<file path="config.mk">
export PLATFORM = sky130hd
export DESIGN_NAME = modular_geometric_series_sum_unit
export DESIGN_NICKNAME = d
export VERILOG_FILES = /design/src/hdl/mgss_pkg.sv /design/src/hdl/mgss_mulmod.sv /design/src/hdl/mgss_reduce.sv /design/src/hdl/modular_geometric_series_sum_unit.sv
export SDC_FILE = /design/constraint.sdc
export NUM_CORES = 2
export LEC_CHECK = 0
export BUFFER_PORTS_ARGS = -buffer_cell sky130_fd_sc_hd__buf_2
export CORE_MARGIN = 4
export CORE_UTILIZATION = 29
export CTS_CLUSTER_DIAMETER = 40
export DETAILED_ROUTE_END_ITERATION = 8
export GPL_TIMING_DRIVEN = 0
export RECOVER_POWER = 100
export SETUP_SLACK_MARGIN = 0.5
export SLEW_MARGIN = 40
export SYNTH_ARGS = -nofsm -noshare
export SYNTH_HDL_FRONTEND = slang
export SYNTH_SLANG_ARGS = --single-unit
</file>
<file path="constraint.sdc">
create_clock -name clk -period 29.7 [get_ports clk]
set_input_delay 1.485 -clock clk [delete_from_list [all_inputs] [get_ports clk]]
set_output_delay 1.485 -clock clk [all_outputs]
set_load 0.005 [all_outputs]
</file>
<file path="src/hdl/mgss_pkg.sv">
// Package for the modular geometric series sum unit.
// Widths, reset modulus and sequencer state codes. No dependencies.
package mgss_pkg;
  localparam int DataWidth = 64;
  localparam int ModWidth  = DataWidth - 1;
  localparam int CntWidth  = $clog2(DataWidth);
  localparam logic [ModWidth-1:0] ModReset = ModWidth'(64'd1000000007);

  typedef logic [ModWidth-1:0] mod_t;

  typedef enum logic [7:0] {
    ST_IDLE  = 8'b0000_0001,
    ST_RED   = 8'b0000_0010,
    ST_FIX   = 8'b0000_0100,
    ST_MSQ   = 8'b0000_1000,
    ST_MPP   = 8'b0001_0000,
    ST_ADD   = 8'b0010_0000,
    ST_MPR   = 8'b0100_0000,
    ST_DONE  = 8'b1000_0000
  } state_t;

  typedef struct packed {
    logic start;
    mod_t a;
    mod_t b;
  } mul_req_t;
endpackage

</file>
<file path="src/hdl/mgss_mulmod.sv">
// Bit-serial modular multiplier: one doubling and conditional add per cycle.
// Depends on mgss_pkg. Result valid with done, held until next start.
module mgss_mulmod
  import mgss_pkg::*;
(
  input  logic     clk,
  input  logic     rst_n,
  input  mul_req_t req,
  input  mod_t     m,
  output logic     done,
  output mod_t     prod
);
  logic                busy_r, busy_nxt;
  logic [CntWidth-1:0] cnt_r, cnt_nxt;
  mod_t                a_r, acc_r, acc_nxt;
  logic [DataWidth-1:0] b_r, b_nxt;
  logic                done_r, done_nxt;
  logic [ModWidth:0]   dbl, dsub, sum, ssub;
  mod_t                dred;

  always_comb begin
    dbl  = {acc_r, 1'b0};
    dsub = dbl - {1'b0, m};
    dred = dsub[ModWidth] ? acc_r << 1 : dsub[ModWidth-1:0];
    sum  = {1'b0, dred} + {1'b0, a_r};
    ssub = sum - {1'b0, m};
    acc_nxt  = acc_r;
    b_nxt    = b_r;
    cnt_nxt  = cnt_r;
    busy_nxt = busy_r;
    done_nxt = 1'b0;
    if (req.start) begin
      acc_nxt  = '0;
      b_nxt    = {1'b0, req.b};
      cnt_nxt  = '0;
      busy_nxt = 1'b1;
    end else if (busy_r) begin
      if (b_r[DataWidth-1]) acc_nxt = ssub[ModWidth] ? sum[ModWidth-1:0] : ssub[ModWidth-1:0];
      else acc_nxt = dred;
      b_nxt   = b_r << 1;
      cnt_nxt = cnt_r + 1'b1;
      if (cnt_r == CntWidth'(DataWidth-1)) begin
        busy_nxt = 1'b0;
        done_nxt = 1'b1;
      end
    end
  end

  always_ff @(posedge clk) begin
    if (!rst_n) begin
      busy_r <= 1'b0;
      done_r <= 1'b0;
      cnt_r  <= '0;
    end else begin
      busy_r <= busy_nxt;
      done_r <= done_nxt;
      cnt_r  <= cnt_nxt;
    end
    acc_r <= acc_nxt;
    b_r   <= b_nxt;
    if (req.start) a_r <= req.a;
  end

  assign done = done_r;
  assign prod = acc_r;
endmodule

</file>
<file path="src/hdl/mgss_reduce.sv">
// Restoring bit-serial reduction of a 64-bit magnitude modulo m.
// Depends on mgss_pkg. One quotient bit per cycle.
module mgss_reduce
  import mgss_pkg::*;
(
  input  logic                 clk,
  input  logic                 rst_n,
  input  logic                 start,
  input  logic [DataWidth-1:0] mag,
  input  mod_t                 m,
  output logic                 done,
  output mod_t                 rem
);
  logic                 busy_r;
  logic                 done_r;
  logic [CntWidth-1:0]  cnt_r;
  logic [DataWidth-1:0] sh_r;
  mod_t                 rem_r;
  logic [ModWidth:0]    cat, dif;

  always_comb begin
    cat = {rem_r, sh_r[DataWidth-1]};
    dif = cat - {1'b0, m};
  end

  always_ff @(posedge clk) begin
    if (!rst_n) begin
      busy_r <= 1'b0;
      done_r <= 1'b0;
      cnt_r  <= '0;
    end else begin
      done_r <= 1'b0;
      if (start) begin
        busy_r <= 1'b1;
        cnt_r  <= '0;
      end else if (busy_r) begin
        cnt_r <= cnt_r + 1'b1;
        if (cnt_r == CntWidth'(DataWidth-1)) begin
          busy_r <= 1'b0;
          done_r <= 1'b1;
        end
      end
    end
    if (start) begin
      sh_r  <= mag;
      rem_r <= '0;
    end else if (busy_r) begin
      sh_r  <= sh_r << 1;
      rem_r <= (cat >= {1'b0, m}) ? dif[ModWidth-1:0] : cat[ModWidth-1:0];
    end
  end

  assign done = done_r;
  assign rem  = rem_r;
endmodule

</file>
<file path="src/hdl/modular_geometric_series_sum_unit.sv">
// Modular geometric series sum: (1 + r + ... + r^(n-1)) mod m; depends on mgss_pkg,
// mgss_mulmod, mgss_reduce. After accept the ratio is reduced modulo m, then count
// bits n[62:0] are taken from the top down. Per count bit: a setup state and two serial
// multiplies; a set bit adds an add state and one more multiply.
// Count <= 0 or modulus <= 1: out_valid in the cycle after accept. One item at a time,
// in_stall is high until the result is taken. Sync active-low reset; reset modulus 1000000007.
module modular_geometric_series_sum_unit
  import mgss_pkg::*;
(
  input  logic                  clk,
  input  logic                  rst_n,
  input  logic                  in_valid,
  output logic                  in_stall,
  input  logic [DataWidth-1:0]  in_ratio,
  input  logic [DataWidth-1:0]  in_term_count,
  output logic                  out_valid,
  input  logic                  out_stall,
  output logic [ModWidth-1:0]   out_series_sum,
  input  logic                  cfg_we,
  input  logic [ModWidth-1:0]   cfg_modulus
);
  state_t              st_r;
  mod_t                mod_r, m_r, r_r, s_r, p_r, res_r;
  logic [DataWidth-1:0] n_r;
  logic                neg_r;
  logic [CntWidth-1:0] bit_r;
  mul_req_t            mreq;
  logic                mdone, rdone, rstart, acc;
  mod_t                prod, rem, one, onep, add_sp;
  logic [ModWidth:0]   t1, t2;
  logic [DataWidth-1:0] mag;

  assign acc      = in_valid && !in_stall;
  assign in_stall = (st_r != ST_IDLE);
  assign one      = (m_r == ModWidth'(1)) ? '0 : ModWidth'(1);
  assign t1       = {1'b0, one} + {1'b0, p_r};
  assign onep     = (t1 >= {1'b0, m_r}) ? ModWidth'(t1 - {1'b0, m_r}) : t1[ModWidth-1:0];
  assign t2       = {1'b0, s_r} + {1'b0, p_r};
  assign add_sp   = (t2 >= {1'b0, m_r}) ? ModWidth'(t2 - {1'b0, m_r}) : t2[ModWidth-1:0];
  assign mag      = in_ratio[DataWidth-1] ? (~in_ratio + 1'b1) : in_ratio;
  assign rstart   = acc;

  always_comb begin
    mreq = '{start: 1'b0, a: s_r, b: onep};
    if (st_r == ST_MSQ && mdone) mreq = '{start: 1'b1, a: p_r, b: p_r};
    else if (st_r == ST_FIX) mreq = '{start: 1'b1, a: s_r, b: onep};
    else if (st_r == ST_MPP && mdone && n_r[bit_r])
      mreq = '{start: 1'b0, a: p_r, b: r_r};
    else if (st_r == ST_ADD) mreq = '{start: 1'b1, a: p_r, b: r_r};
  end

  mgss_mulmod u_mul (.clk, .rst_n, .req(mreq), .m(m_r), .done(mdone), .prod);
  mgss_reduce u_red (.clk, .rst_n, .start(rstart), .mag, .m(mod_r == '0 ? ModWidth'(1) : mod_r),
                     .done(rdone), .rem);

  always_ff @(posedge clk) begin
    if (!rst_n) begin
      st_r   <= ST_IDLE;
      mod_r  <= ModReset;
    end else begin
      if (cfg_we) mod_r <= cfg_modulus;
      case (st_r)
        ST_IDLE: if (acc) begin
          st_r <= (in_term_count[DataWidth-1] || in_term_count == '0 || mod_r <= ModWidth'(1))
                  ? ST_DONE : ST_RED;
        end
        ST_RED: if (rdone) st_r <= ST_FIX;
        ST_FIX: st_r <= ST_MSQ;
        ST_MSQ: if (mdone) st_r <= ST_MPP;
        ST_MPP: if (mdone) begin
          if (n_r[bit_r]) st_r <= ST_ADD;
          else if (bit_r == '0) st_r <= ST_DONE;
          else st_r <= ST_FIX;
        end
        ST_ADD: st_r <= ST_MPR;
        ST_MPR: if (mdone) st_r <= (bit_r == '0) ? ST_DONE : ST_FIX;
        ST_DONE: if (!out_stall) st_r <= ST_IDLE;
        default: st_r <= ST_IDLE;
      endcase
    end
    case (st_r)
      ST_IDLE: if (acc) begin
        m_r   <= (mod_r == '0) ? ModWidth'(1) : mod_r;
        n_r   <= in_term_count;
        neg_r <= in_ratio[DataWidth-1];
        res_r <= '0;
        s_r   <= '0;
        bit_r <= CntWidth'(DataWidth-2);
      end
      ST_RED: if (rdone) begin
        r_r <= (neg_r && rem != '0) ? m_r - rem : rem;
        p_r <= one;
      end
      ST_MSQ: if (mdone) s_r <= prod;
      ST_MPP: if (mdone) begin
        p_r <= prod;
        if (!n_r[bit_r]) begin
          if (bit_r == '0) res_r <= s_r;
          else bit_r <= bit_r - 1'b1;
        end
      end
      ST_ADD: s_r <= add_sp;
      ST_MPR: if (mdone) begin
        p_r <= prod;
        if (bit_r == '0) res_r <= s_r;
        else bit_r <= bit_r - 1'b1;
      end
      default: ;
    endcase
  end

  assign out_valid      = (st_r == ST_DONE);
  assign out_series_sum = res_r;

  a_sum_lt_mod: assert property (@(posedge clk) disable iff (!rst_n)
    out_valid |-> (out_series_sum < m_r || out_series_sum == '0))
    else $error("sum not reduced");
  a_busy_stall: assert property (@(posedge clk) disable iff (!rst_n)
    (st_r != ST_IDLE) |-> in_stall) else $error("ready while busy");
  a_neg_zero: assert property (@(posedge clk) disable iff (!rst_n)
    (acc && in_term_count[DataWidth-1]) |=> (out_valid && out_series_sum == '0))
    else $error("negative count not zero");
endmodule
</file>
==> summary.md <==
| Metric | Value |
|---|---|
| Max cap viols | 7 |
| EDFF count, synth | 576 |
| Startpoint types | register |
| Multiplexer share of the synthesized area | 5.01% |
| Routed WL | 286 mm |
| Total GRT Usage | 23.1% |
| Worst skew pair latency | about 0.84 ns |
| Synth Area in Compound Gates | 24.1% |
| Mean Syn Cell Area | about 8.5 sq um |
| Synth cell types | 93 |
| DRC violations left | 0 |
| Finish-stage setup viols | 0 |
| Mapped Nets | 8580 |
| Rel. slew slack | -121% |
| WL/cell | 24.9 um |
| Clock skew | roughly 0.063 ns |
| Starting Density | 29.3% |
| Fmax | 60.2 MHz |
| Pin count of the biggest net entering global routing | 54 |
| Core Region | 228000 sq um |
| RSZ-0062 raised after global routing | no |
| Initial antenna violation count | 29 |
| Worst Path Class, Setup | reg -> reg |
| Clk buf depth | 3 |
| Post-synthesis sequential area ratio | 32.3% |
| CP startpoint | m_r[1]$_DFFE_PP_ |
| Vias per Instance | 5.54 |
| Worst hold margin | roughly 0.52 ns |
| Layout cell share with drive strength beyond 1 | 7.28% |
| Yosys reg bits | 790 |
| Critical Path AT | 17.35 ns |
| Synth Instances | 7867 |
| Port Buffers | ~260 |
| Crit path max fanout | 10 |
| Vias in the first global route | 61600 |
| Final net count | 9051 |
| Clock H-tree levels | 4 |
| GPL Wtd Cong | 0.993 |
| YS warnings | 0 |
| Fin crit share | 55.9% |
| Slew Viols, Final | 178 |
| Critical Path End Type | register |
| R2R depth | 39 |
| TritonCTS buffer count | approximately 150 |
| Fill cells | about 24000 |
| 1st-pass router iterations | 6 |
| Adder-Cell Fraction of Synth Area | under 10% |
| Fin Setup TNS | 0 ns |
| Worst Path Required | 30.44 ns |
| Clock transition at path regs | roughly 0.060 ns |
| Xor and xnor fraction of the mapped netlist area | 7.83% |
| Top FF cell, synth | edfxtp_1 |
| Min cycle time layout | 16.61 ns |
| Status | finished with violations |
| Gr ovfl total | 0 |
| I/O Pins | between 200 and 300 |
| Die W | 488 um |
| WHS Path Cells | 1 |
| Clock Sink Count | 790 |
| Register area | 21600 sq um |
| CP most frequent cell | clkbuf_1 |
| Layout area overhead | 15.5% |
| Die height | 488 um |
| Util after Layout | 33.8% |
| Iteration-0 DRC Markers | around 6400 |
| DR vias | 63600 |
| Async S/R FF share, synth | 0% |
| Die area | 238000 sq um |
| Post-Syn Area | 66800 sq um |
| Largest family of logic cells by synthesized area | compound AO/OA/AOI/OAI gates |
| Postcts setup bufs | 0 |
| Root Driver | clkbuf_16 |
| Num rows | 175 |
| First-pass GRT wire length | 408 mm |
| Reg2reg start | m_r[1]$_DFFE_PP_ |
| Failing checks | capacitance limit, slew limit |
| Hold Path Class | reg -> reg |
| Hold buffer count at cts | 0 |
| Worst slew pin tran | 3.32 ns |
| Hold_sp | u_mul.b_r[2]$_DFFE_PP_ |
| Synth Area in Simple Gates | 16.3% |
| Critical Path Slowest Stage Cell | a2111oi_0 |
| CP max stage delay | 0.94 ns |
| Multi-input gate area in the final layout | 42200 sq um |
| Final hold vios | 0 |
| Post-DP Area | 72900 sq um |
| Routed Antenna Nets | 0 |
| Design area | 77100 sq um |
| Post-CTS sizing | 0 |
| CTS tree | done |
| DP HPWL | ~240 mm |
per-layer routing:
layer	share of wire, %	global-route usage (%)
met5	0.039	0
met4	5.2	10.3
met3	7.0	3.49
met2	43	35.9
met1	45	31.4
area by class of cell:
class	instances	area share [%]
Multi-Input combinational cell	6278	54.7
Sequential cell	790	28.0
Clock buffer	167	4.96
Tap cell	3009	4.88
Buffer	455	2.27
Timing Repair Buffer	323	1.98
Inverter	344	1.68
Clock inverter	104	1.46
Antenna cell	25	0.0811
kinds of logic (layout without fill, tap and decap cells):
kind of cell,Yosys count,count (layout)
AOI/OAI and AO/OA,2546,2546
and+or+nand+nor,2326,2326
buffers and inverters,799,1393
DFF,790,790
xor gates and xnor gates,597,597
adders and majority gates,517,517
muxes,292,292
other,0,25
registers in the layout, indices dropped and copies added (netlist names):
| register | flops |
|---|---|
| n_r | 64 |
| u_mul.b_r | 64 |
| u_red.sh_r | 64 |
| m_r | 63 |
| mod_r | 63 |
| out_series_sum | 63 |
| p_r | 63 |
| r_r | 63 |
| s_r | 63 |
| u_mul.a_r | 63 |
| u_mul.prod | 63 |
| u_red.rem | 63 |
| st_r | 8 |
| bit_r | 6 |
| u_mul.cnt_r | 6 |
| u_red.cnt_r | 6 |
| neg_r | 1 |
| u_mul.busy_r | 1 |
| u_mul.done | 1 |
| u_red.busy_r | 1 |
| u_red.done | 1 |
critical path: cells and delay by family (launching register included):
family                   cells  cell delay (ns)
AO/OA/AOI/OAI               17             7.37
buffers and inverters        8             4.43
XOR/XNOR                     3             1.39
AND/OR/NAND/NOR              7             1.16
adder cells (fa/ha/maj)      3             1.03
flip-flops                   1             0.68
multiplexers                 1             0.41
cell usage after synthesis (all sizes together) (214+ instances only):
library cell	n	share of area [%]
nand2	836	4.7
a21oi	737	5.5
o21ai	618	4.6
edfxtp	576	26
nor2	569	3.2
ha	509	9.5
clkbuf	378	2.1
inv	342	1.9
xnor2	331	4.3
a21o	299	3.4
xor2	266	3.5
dfxtp	214	6.4
path summary, 6_finish.rpt:
check / end / slack [ns]
worst min register to register: u_mul.b_r[3]$_DFFE_PP_ / 0.52
worst max register to register: u_mul.prod[53]$_SDFFE_PN0P_ / 13.09
worst max-delay path: u_mul.prod[53]$_SDFFE_PN0P_ / 13.09
worst min-delay path: u_mul.b_r[3]$_DFFE_PP_ / 0.52
placed cells by master, fill, tap and decap left out, types with 144 or more instances in the layout:
cell type,Yosys,routed
nor2_1,569,567
edfxtp_1,576,576
inv_1,339,341
nand2_1,835,835
o21ai_0,608,611
xnor2_1,331,331
ha_1,509,509
nand4_1,151,151
dfxtp_1,214,214
a21o_1,299,299
mux2i_1,145,145
clkbuf_1,378,584
clkbuf_16,0,149
a21oi_1,736,736
buf_2,45,167
a211oi_1,145,144
xor2_1,266,266
per-stage QoR:
| stage | cells | setup slack (ns) |
|---|---|---|
| floorplan | 7867 | 15.62 |
| global placement | 11100 | 7.27 |
| detailed placement | 11200 | 16.18 |
| CTS | 11500 | 16.18 |
| global route | 11500 | 12.62 |
| finish | 11500 | 13.09 |
Power is left out: the tool's default activity adds up to more than one toggle a clock period on the data nets, which glitch-free logic cannot reach.
